$ cat src/rtl/core/velocity_decimator_speed_macros.svh
// Assertion macros of the speed decimator, used by its sequencer vds_mag.
// Included by the files that check their own control logic.
`ifndef VELOCITY_DECIMATOR_SPEED_MACROS_SVH
`define VELOCITY_DECIMATOR_SPEED_MACROS_SVH

`ifndef SYNTHESIS
`define VDS_ASSERT(name, clk, rst_n, prop) \
  name: assert property (@(posedge clk) disable iff (!rst_n) (prop)) \
    else $error("velocity_decimator_speed: assertion failed");
`define VDS_ASSERT_IMP(name, clk, rst_n, ante, cons) \
  name: assert property (@(posedge clk) disable iff (!rst_n) (ante) |-> (cons)) \
    else $error("velocity_decimator_speed: assertion failed");
`define VDS_ASSERT_NXT(name, clk, rst_n, ante, cons) \
  name: assert property (@(posedge clk) disable iff (!rst_n) (ante) |=> (cons)) \
    else $error("velocity_decimator_speed: assertion failed");
`else
`define VDS_ASSERT(name, clk, rst_n, prop)
`define VDS_ASSERT_IMP(name, clk, rst_n, ante, cons)
`define VDS_ASSERT_NXT(name, clk, rst_n, ante, cons)
`endif

`endif

$ cat src/rtl/core/vds_pkg.sv
// Shared types, constants and helper functions of the speed decimator.
// No dependencies; used by every module of the block.
package vds_pkg;

  localparam int MagW   = 32;
  localparam int SqW    = 64;
  localparam int SumW   = 32;
  localparam int OutW   = 24;
  localparam int DivW   = 8;
  localparam int StepW  = 5;
  localparam int ModeW  = 2;
  localparam int CfgIdxW  = 2;
  localparam int CfgDataW = 8;

  localparam logic [ModeW-1:0] ModeVert  = 2'd0;
  localparam logic [ModeW-1:0] ModeHoriz = 2'd1;
  localparam logic [ModeW-1:0] ModeFull  = 2'd2;
  localparam logic [ModeW-1:0] ModeBoth  = 2'd3;

  localparam logic [CfgIdxW-1:0] CfgBlockLength   = 2'd0;
  localparam logic [CfgIdxW-1:0] CfgAverageEnable = 2'd1;
  localparam logic [CfgIdxW-1:0] CfgSpeedMode     = 2'd2;

  localparam logic [DivW-1:0]  BlockLengthReset = 8'd5;
  localparam logic [OutW-1:0]  OutMax = 24'hFF_FFFF;

  typedef struct packed {
    logic             avg;
    logic [ModeW-1:0] mode;
    logic [DivW-1:0]  divisor;
    logic [MagW-1:0]  mag_x;
    logic [MagW-1:0]  mag_y;
    logic [MagW-1:0]  mag_z;
  } job_t;

  typedef struct packed {
    logic            has_vertical;
    logic [OutW-1:0] vertical_speed;
    logic [OutW-1:0] primary_speed;
  } res_t;

  function automatic logic [MagW-1:0] abs32(input logic [SumW-1:0] v);
    return v[SumW-1] ? (~v + 32'd1) : v;
  endfunction

  function automatic logic [OutW-1:0] sat24(input logic [SqW-1:0] v);
    return (v > SqW'(OutMax)) ? OutMax : v[OutW-1:0];
  endfunction

endpackage

$ cat src/rtl/core/vds_csu.sv
// Shared compare-subtract unit: a >= b and a - b on 64-bit operands.
// Depends on vds_pkg for widths.
module vds_csu (
  input  logic [vds_pkg::SqW-1:0] a_i,
  input  logic [vds_pkg::SqW-1:0] b_i,
  output logic                    ge_o,
  output logic [vds_pkg::SqW-1:0] diff_o
);

  logic [vds_pkg::SqW:0] wide;

  assign wide   = {1'b0, a_i} - {1'b0, b_i};
  assign ge_o   = ~wide[vds_pkg::SqW];
  assign diff_o = wide[vds_pkg::SqW-1:0];

endmodule

$ cat src/rtl/core/vds_mag.sv
// Sequencer for averaging division, squaring and floor square root.
// Depends on vds_pkg, vds_csu and velocity_decimator_speed_macros.svh.
`include "velocity_decimator_speed_macros.svh"

module vds_mag (
  input  logic          clk_i,
  input  logic          rst_ni,
  input  logic          start_i,
  input  vds_pkg::job_t job_i,
  output logic          idle_o,
  output logic          res_valid_o,
  input  logic          res_ready_i,
  output vds_pkg::res_t res_o
);

  localparam logic [2:0] StIdle = 3'd0;
  localparam logic [2:0] StDiv  = 3'd1;
  localparam logic [2:0] StSqr  = 3'd2;
  localparam logic [2:0] StRoot = 3'd3;
  localparam logic [2:0] StDone = 3'd4;

  localparam logic [vds_pkg::StepW-1:0] StepLast = vds_pkg::StepW'(vds_pkg::MagW - 1);
  localparam logic [vds_pkg::StepW-1:0] SqrLast  = vds_pkg::StepW'(3);
  localparam logic [1:0] AxisLast = 2'd2;

  logic [2:0] state_q, state_d;
  logic [vds_pkg::StepW-1:0] step_q, step_d;
  logic [1:0] axis_q, axis_d;
  logic [vds_pkg::ModeW-1:0] mode_q, mode_d;
  logic [vds_pkg::DivW-1:0] div_q, div_d;
  logic [vds_pkg::DivW-1:0] rem_q, rem_d;
  logic [vds_pkg::MagW-1:0] mx_q, mx_d, my_q, my_d, mz_q, mz_d;
  logic [vds_pkg::SqW-1:0] prod_q, prod_d;
  logic [vds_pkg::SqW-1:0] n_q, n_d;
  logic [vds_pkg::SqW-1:0] root_q, root_d;
  logic [vds_pkg::SqW-1:0] bit_q, bit_d;
  vds_pkg::res_t res_q, res_d;

  logic [vds_pkg::DivW:0] trial;
  logic [vds_pkg::MagW-1:0] shifted;
  logic [vds_pkg::SqW-1:0] csu_a, csu_b, csu_diff;
  logic csu_ge;

  vds_csu u_csu (
    .a_i    (csu_a),
    .b_i    (csu_b),
    .ge_o   (csu_ge),
    .diff_o (csu_diff)
  );

  assign trial   = {rem_q, mx_q[vds_pkg::MagW-1]};
  assign shifted = {mx_q[vds_pkg::MagW-2:0], csu_ge};

  always_comb begin
    csu_a = '0;
    csu_b = '0;
    unique case (state_q)
      StDiv: begin
        csu_a = vds_pkg::SqW'(trial);
        csu_b = vds_pkg::SqW'(div_q);
      end
      StRoot: begin
        csu_a = n_q;
        csu_b = root_q + bit_q;
      end
      default: begin
        csu_a = '0;
        csu_b = '0;
      end
    endcase
  end

  always_comb begin
    state_d = state_q;
    step_d  = step_q;
    axis_d  = axis_q;
    mode_d  = mode_q;
    div_d   = div_q;
    rem_d   = rem_q;
    mx_d    = mx_q;
    my_d    = my_q;
    mz_d    = mz_q;
    prod_d  = prod_q;
    n_d     = n_q;
    root_d  = root_q;
    bit_d   = bit_q;
    res_d   = res_q;
    unique case (state_q)
      StIdle: begin
        if (start_i) begin
          mode_d = job_i.mode;
          div_d  = job_i.divisor;
          mx_d   = job_i.mag_x;
          my_d   = job_i.mag_y;
          mz_d   = job_i.mag_z;
          step_d = '0;
          axis_d = '0;
          rem_d  = '0;
          n_d    = '0;
          state_d = job_i.avg ? StDiv : StSqr;
        end
      end
      StDiv: begin
        rem_d  = csu_ge ? csu_diff[vds_pkg::DivW-1:0] : trial[vds_pkg::DivW-1:0];
        mx_d   = shifted;
        step_d = step_q + 1'b1;
        if (step_q == StepLast) begin
          mx_d  = my_q;
          my_d  = mz_q;
          mz_d  = shifted;
          rem_d = '0;
          step_d = '0;
          if (axis_q == AxisLast) begin
            n_d = '0;
            state_d = StSqr;
          end else begin
            axis_d = axis_q + 1'b1;
          end
        end
      end
      StSqr: begin
        if (step_q != SqrLast) begin
          prod_d = vds_pkg::SqW'(mx_q) * vds_pkg::SqW'(mx_q);
          mx_d = my_q;
          my_d = mz_q;
          mz_d = mx_q;
        end
        if ((step_q != '0) && ((step_q != SqrLast) || (mode_q == vds_pkg::ModeFull))) begin
          n_d = n_q + prod_q;
        end
        step_d = step_q + 1'b1;
        if (step_q == SqrLast) begin
          step_d = '0;
          root_d = '0;
          bit_d  = vds_pkg::SqW'(1) << (vds_pkg::SqW - 2);
          state_d = StRoot;
        end
      end
      StRoot: begin
        if (csu_ge) begin
          n_d    = csu_diff;
          root_d = (root_q >> 1) + bit_q;
        end else begin
          root_d = root_q >> 1;
        end
        bit_d  = bit_q >> 2;
        step_d = step_q + 1'b1;
        if (step_q == StepLast) begin
          step_d = '0;
          res_d.primary_speed  = (mode_q == vds_pkg::ModeVert) ?
                                 vds_pkg::sat24(vds_pkg::SqW'(mz_q)) : vds_pkg::sat24(root_d);
          res_d.vertical_speed = (mode_q == vds_pkg::ModeBoth) ?
                                 vds_pkg::sat24(vds_pkg::SqW'(mz_q)) : '0;
          res_d.has_vertical   = (mode_q == vds_pkg::ModeBoth);
          state_d = StDone;
        end
      end
      StDone: begin
        if (res_ready_i) begin
          state_d = StIdle;
        end
      end
      default: begin
        state_d = StIdle;
      end
    endcase
  end

  always_ff @(posedge clk_i or negedge rst_ni) begin
    if (!rst_ni) begin
      state_q <= StIdle;
      step_q  <= '0;
      axis_q  <= '0;
    end else begin
      state_q <= state_d;
      step_q  <= step_d;
      axis_q  <= axis_d;
    end
  end

  always_ff @(posedge clk_i) begin
    mode_q <= mode_d;
    div_q  <= div_d;
    rem_q  <= rem_d;
    mx_q   <= mx_d;
    my_q   <= my_d;
    mz_q   <= mz_d;
    prod_q <= prod_d;
    n_q    <= n_d;
    root_q <= root_d;
    bit_q  <= bit_d;
    res_q  <= res_d;
  end

  assign idle_o      = (state_q == StIdle);
  assign res_valid_o = (state_q == StDone);
  assign res_o       = res_q;

  `VDS_ASSERT_IMP(a_start_idle, clk_i, rst_ni, start_i, state_q == StIdle)
  `VDS_ASSERT_NXT(a_done_hold, clk_i, rst_ni, (state_q == StDone) && !res_ready_i,
                  (state_q == StDone) && $stable(res_q))
  `VDS_ASSERT_IMP(a_root_bit, clk_i, rst_ni, state_q == StRoot, $onehot(bit_q))
  `VDS_ASSERT_IMP(a_sqr_step, clk_i, rst_ni, state_q == StSqr, step_q <= SqrLast)

endmodule

$ cat src/rtl/core/velocity_decimator_speed.sv
// Speed decimator top level: configuration, block accumulation, output register.
// Depends on vds_pkg and vds_mag.
//
// Usage: velocity samples enter on the s_axis channel (x, y, z packed in tdata,
// x lowest). Samples gather into blocks of block_length; the last sample of a
// block launches one result, built from the block average or the last sample,
// which leaves on the m_axis channel (tdata: primary, vertical; tuser: flag).
// A sample that does not close a block is absorbed without stalling the input.
// In average mode the sequencer runs three 32-step divisions, then four squaring
// steps, then a 32-step root; in last-sample mode it skips the divisions. The
// divisions and the root share one compare-subtract unit.
// s_axis_tready_o stays low while that sequence runs and until its result is taken,
// so the block takes no new sample before the previous result has moved on.
// The config channel (cfg_index_i, cfg_data_i) is always ready; write it only
// while no result is pending.
// Reset clears the sums and the held count and loads block_length 5, average
// off and horizontal speed mode. A stalled receiver holds the output register;
// one further result waits in the sequencer, and then input stalls.
module velocity_decimator_speed #(
  parameter int COMPONENT_WIDTH = 24,
  parameter int MAX_BLOCK = 255,
  localparam int InDataW = ((3 * COMPONENT_WIDTH + 7) / 8) * 8
) (
  input  logic                          clk_i,
  input  logic                          rst_ni,
  input  logic                          s_axis_tvalid_i,
  output logic                          s_axis_tready_o,
  // vel_x, vel_y, vel_z from the lowest bit up, zero padded
  input  logic [InDataW-1:0]            s_axis_tdata_i,
  output logic                          m_axis_tvalid_o,
  input  logic                          m_axis_tready_i,
  // primary_speed, vertical_speed from the lowest bit up
  output logic [2*vds_pkg::OutW-1:0]    m_axis_tdata_o,
  // has_vertical
  output logic                          m_axis_tuser_o,
  input  logic                          cfg_valid_i,
  output logic                          cfg_ready_o,
  input  logic [vds_pkg::CfgIdxW-1:0]   cfg_index_i,
  input  logic [vds_pkg::CfgDataW-1:0]  cfg_data_i
);

  localparam int LenCap = (MAX_BLOCK > 255) ? 255 : MAX_BLOCK;
  localparam int CntW   = (LenCap < 2) ? 1 : $clog2(LenCap + 1);
  localparam int CW     = COMPONENT_WIDTH;

  logic [vds_pkg::DivW-1:0]  block_length_q;
  logic                      average_enable_q;
  logic [vds_pkg::ModeW-1:0] speed_mode_q;
  logic [vds_pkg::SumW-1:0]  sum_x_q, sum_y_q, sum_z_q;
  logic [vds_pkg::SumW-1:0]  sum_x_n, sum_y_n, sum_z_n;
  logic [CntW-1:0]           held_q, count, len;
  logic                      out_valid_q;
  vds_pkg::res_t             out_q;

  logic signed [CW-1:0] xs, ys, zs;
  logic [vds_pkg::SumW-1:0] x32, y32, z32;
  logic in_accept, pass, close, start;
  logic mag_idle, res_valid, res_ready;
  vds_pkg::job_t job;
  vds_pkg::res_t res;

  assign xs = s_axis_tdata_i[CW-1:0];
  assign ys = s_axis_tdata_i[2*CW-1:CW];
  assign zs = s_axis_tdata_i[3*CW-1:2*CW];
  assign x32 = vds_pkg::SumW'(xs);
  assign y32 = vds_pkg::SumW'(ys);
  assign z32 = vds_pkg::SumW'(zs);

  assign sum_x_n = sum_x_q + x32;
  assign sum_y_n = sum_y_q + y32;
  assign sum_z_n = sum_z_q + z32;

  always_comb begin
    if (block_length_q == '0) begin
      len = CntW'(1);
    end else if (32'(block_length_q) > 32'(LenCap)) begin
      len = CntW'(LenCap);
    end else begin
      len = block_length_q[CntW-1:0];
    end
  end

  assign count     = held_q + 1'b1;
  assign pass      = (len == CntW'(1));
  assign close     = pass || (count >= len);
  assign in_accept = s_axis_tvalid_i && s_axis_tready_o;
  assign start     = in_accept && close;
  assign s_axis_tready_o = mag_idle;

  always_comb begin
    job.mode    = speed_mode_q;
    job.avg     = average_enable_q && !pass;
    job.divisor = vds_pkg::DivW'(count);
    if (job.avg) begin
      job.mag_x = vds_pkg::abs32(sum_x_n);
      job.mag_y = vds_pkg::abs32(sum_y_n);
      job.mag_z = vds_pkg::abs32(sum_z_n);
    end else begin
      job.mag_x = vds_pkg::abs32(x32);
      job.mag_y = vds_pkg::abs32(y32);
      job.mag_z = vds_pkg::abs32(z32);
    end
  end

  vds_mag u_mag (
    .clk_i       (clk_i),
    .rst_ni      (rst_ni),
    .start_i     (start),
    .job_i       (job),
    .idle_o      (mag_idle),
    .res_valid_o (res_valid),
    .res_ready_i (res_ready),
    .res_o       (res)
  );

  assign cfg_ready_o = 1'b1;

  always_ff @(posedge clk_i or negedge rst_ni) begin
    if (!rst_ni) begin
      block_length_q   <= vds_pkg::BlockLengthReset;
      average_enable_q <= 1'b0;
      speed_mode_q     <= vds_pkg::ModeHoriz;
    end else if (cfg_valid_i && cfg_ready_o) begin
      unique case (cfg_index_i)
        vds_pkg::CfgBlockLength:   block_length_q   <= cfg_data_i;
        vds_pkg::CfgAverageEnable: average_enable_q <= cfg_data_i[0];
        vds_pkg::CfgSpeedMode:     speed_mode_q     <= cfg_data_i[vds_pkg::ModeW-1:0];
        default: ;
      endcase
    end
  end

  always_ff @(posedge clk_i or negedge rst_ni) begin
    if (!rst_ni) begin
      sum_x_q <= '0;
      sum_y_q <= '0;
      sum_z_q <= '0;
      held_q  <= '0;
    end else if (in_accept && !pass) begin
      if (close) begin
        sum_x_q <= '0;
        sum_y_q <= '0;
        sum_z_q <= '0;
        held_q  <= '0;
      end else begin
        sum_x_q <= sum_x_n;
        sum_y_q <= sum_y_n;
        sum_z_q <= sum_z_n;
        held_q  <= count;
      end
    end
  end

  assign res_ready = !out_valid_q || m_axis_tready_i;

  always_ff @(posedge clk_i or negedge rst_ni) begin
    if (!rst_ni) begin
      out_valid_q <= 1'b0;
    end else if (res_ready) begin
      out_valid_q <= res_valid;
    end
  end

  always_ff @(posedge clk_i) begin
    if (res_ready && res_valid) begin
      out_q <= res;
    end
  end

  assign m_axis_tvalid_o = out_valid_q;
  assign m_axis_tdata_o  = {out_q.vertical_speed, out_q.primary_speed};
  assign m_axis_tuser_o  = out_q.has_vertical;

endmodule
$ cat config.mk
export PLATFORM = sky130hd
export DESIGN_NAME = velocity_decimator_speed
export DESIGN_NICKNAME = d
export VERILOG_FILES = /design/src/rtl/core/vds_pkg.sv /design/src/rtl/core/vds_csu.sv /design/src/rtl/core/vds_mag.sv /design/src/rtl/core/velocity_decimator_speed.sv
export VERILOG_INCLUDE_DIRS = /design/src /design/src/rtl/core
export SDC_FILE = /design/constraint.sdc
export NUM_CORES = 2
export LEC_CHECK = 0
export BUFFER_PORTS_ARGS = -buffer_cell sky130_fd_sc_hd__buf_2
export CORE_UTILIZATION = 43
export CTS_BUF_LIST = sky130_fd_sc_hd__clkbuf_16
export CTS_CLUSTER_DIAMETER = 100
export DETAILED_ROUTE_END_ITERATION = 12
export PLACE_DENSITY = 0.54
export REMOVE_ABC_BUFFERS = 1
export SLEW_MARGIN = 30
export SYNTH_ARGS = -nofsm -noshare
export SYNTH_HDL_FRONTEND = slang
export SYNTH_SLANG_ARGS = --single-unit
export TNS_END_PERCENT = 5
$ cat constraint.sdc
create_clock -name clk_i -period 9.3 [get_ports clk_i]
set_input_delay 0.93 -clock clk_i [delete_from_list [all_inputs] [get_ports clk_i]]
set_output_delay 0.93 -clock clk_i [all_outputs]
set_load 0.05 [all_outputs]
==> impl_results.md <==
* GR Util All Layers at 0.264
* Drt via density at 5.69
* Final wirelength at 224 mm
* Most frequent cells in the layout: 1137 x inv_1, 811 x fa_1, 714 x nand2_1
* Synthesized instance count at 7955
* Peak Freq at 113 MHz
* Global route overflow at 0
* Final TNS setup at 0 ps
* Largest net degree at the start of global routing at 96
* Layout area overhead at 7.73%
* Post-synthesis cell area at 72800 um2
* Worst EP arrival at 9320 ps
* WS Path Type: reg2reg
* Met1 Wirelength at 103 mm
* Worst Max-Slew Pin Slew at 1100 ps
* Top cell type's share of synthesized area at 0.223
* Synth unique cells at 102
* # IOs at 139
* Cell taking the most area after synthesis: fa_1
* Stages on worst setup path at 30
* DRT iter0 DRCs at 4730
* Final worst-path cycle share at 0.955
* Row count at 150
* RR Endpoint: u_mag.prod_q[56]$_DFFE_PP_
* # setup viols final at 0
* Synth Warn # at 0
* Crit path max fanout at 12
* Delay-heaviest family, CP: adder cells
* Rel. slew slack at 0.270
* Beginning of the critical path: u_mag.mx_q[6]$_DFFE_PP_
* Crit path largest cell delay at 850 ps
* CTS H-tree depth at 3
* Routed wl met2 at 102 mm
* Initial Utilization at 0.434
* Hold Crit Class: in2async
* Area of the core at 168000 um2
* Port bufs at 137
* First drt pass iteration count at 8
* Ranking of synthesized cells by area: fa_1 22%, edfxtp_1 18%, ha_1 10%
* Layout cells sized above 1 at 0.0629
* Worst Setup End Kind: register
* Placer Congestion at 0.913
* Vias post-DR at 58100
* Die Y-Extent at 413 um
* Met3 WL at 13.7 mm
* Crit-path most repeated cell: fa_1
* Critical path buffers and inverters at 8
* EDFF count, synth at 435
* R2r setup slk at 420 ps
* DR WL/cell at 21.9 um
* RSZ-0062 raised after global routing: true
* Wire length of the first global-routing pass at 349 mm
* Synth Flop Type: edfxtp_1
* Ys async rst share at 0.225
* Clk root buf: clkbuf_16
* Die Width at 413 um
* Most common cell after layout, fill and taps aside: inv_1
* CP Launch Type: register
* Post-layout minimum cycle time at 8880 ps
* Setup crit end: u_mag.prod_q[56]$_DFFE_PP_
* R2R cell count at 30
* Nets at 9420
* Hold Violations, Final at 0
* Die Footprint at 171000 um2
* Fin. max-slew vios at 0
* Antenna Nets Post-Route at 0
* CTS clk-pin slew, worst paths at 60 ps
* Status: finished, final reports clean
* Setup Skew at 37.4 ps
* Average size of a mapped cell at 9.15 um2
* Initial antenna violation count at 5
* Top routing layer in use: met4
* Worst path slowest cell: edfxtp_1
* R2R Path Start: u_mag.mx_q[6]$_DFFE_PP_
* Max-cap viol count at 0
* Worst EP required at 9740 ps
* CTS tree: built
* Sequential fraction of the synthesis area at 0.223
* Later-pin clock latency in the skew report at 690 ps
* CTS Buf Count at 73
* Util after Layout at 0.468
* Dpl hpwl at 178 mm
* Maximum root-to-sink buffer count at 3
* Number of global-route vias before repair at 59100
* #FFs+latches synth at 561
* Sink Count at 561
* Residual DRC count at 0
==> cell families after synthesis <==
logic type	Yosys count	synth area share
simple gates	2128	0.144
compound gates	1814	0.165
buf+inv	1497	0.0776
fa+ha+maj	1391	0.323
flops	561	0.223
xor+xnor	538	0.0647
mux	25	0.00358
other cells	1	0.0000515
==> sequential cells by signal (all words and copies together), names as in the netlist, 48 cells and up <==
name and flops:
u_mag.prod_q 63, u_mag.res_o 49, u_mag.n_q 64, m_axis_tdata_o 48
u_mag.root_q 64
==> worst min-delay path by stage <==
stage	start	to	slack (ps)	depth (start not counted)
after global routing	rst_ni	sum_y_q[22]$_DFFE_PN0P_	370	1
final	rst_ni	sum_y_q[22]$_DFFE_PN0P_	310	1
after floorplan	u_mag.res_o[0]$_DFFE_PP_	m_axis_tdata_o[0]$_DFFE_PP_	400	0
after detailed placement	u_mag.res_o[13]$_DFFE_PP_	m_axis_tdata_o[13]$_DFFE_PP_	400	0
after global placement	u_mag.res_o[23]$_DFFE_PP_	m_axis_tdata_o[23]$_DFFE_PP_	400	0
after CTS	rst_ni	sum_y_q[24]$_DFFE_PN0P_	340	1
==> synth_stat cells (all sizes together), types with 192 or more instances <==
cell type and number:
a21oi 424, and2 323, clkbuf 342, edfxtp 435, fa 811, ha 580, inv 1122, nand2 718
nor2 411, o21ai 391, xnor2 346, xor2 192
==> final cells by class <==
| type | count | area, um2 |
|---|---|---|
| fillers | 16100 | 89200 |
| multi-input cells | 5897 | 51000 |
| flip-flops and latches | 561 | 16200 |
| inverters | 1127 | 4230 |
| well taps | 2204 | 2760 |
| clock buffers | 75 | 1880 |
| repair buffers | 282 | 1870 |
| clock inverters | 56 | 413 |
| diodes | 6 | 15.0 |
==> per-layer routing <==
metal	global-route usage	vias to the layer above
met1	0.375	29000
met2	0.423	1647
met3	0.0384	273
met5	0	-
met4	0.0598	0
li1	-	27100
==> repair_timing <==
item | in CTS | in global routing
buffers inserted | 0 | 5
gates resized for setup | 0 | 2
hold buffers | 0 | 0
setup endpoints to repair | 0 | 8
==> per-stage QoR <==
step                instance area [um2]  hold slack [ps]  worst slack (ps)  cells
finish                            78400              312               420  10200
CTS                               78300              335               335  10200
detailed placement                76000              405               346  10100
global placement                  76000              401               412  10100
floorplan                         71400              400              -778   7585
global route                      78400              368             -20.6  10200
Power is not shown: default switching activity piles up to over one toggle a cycle in this logic, so the estimate is an artifact.
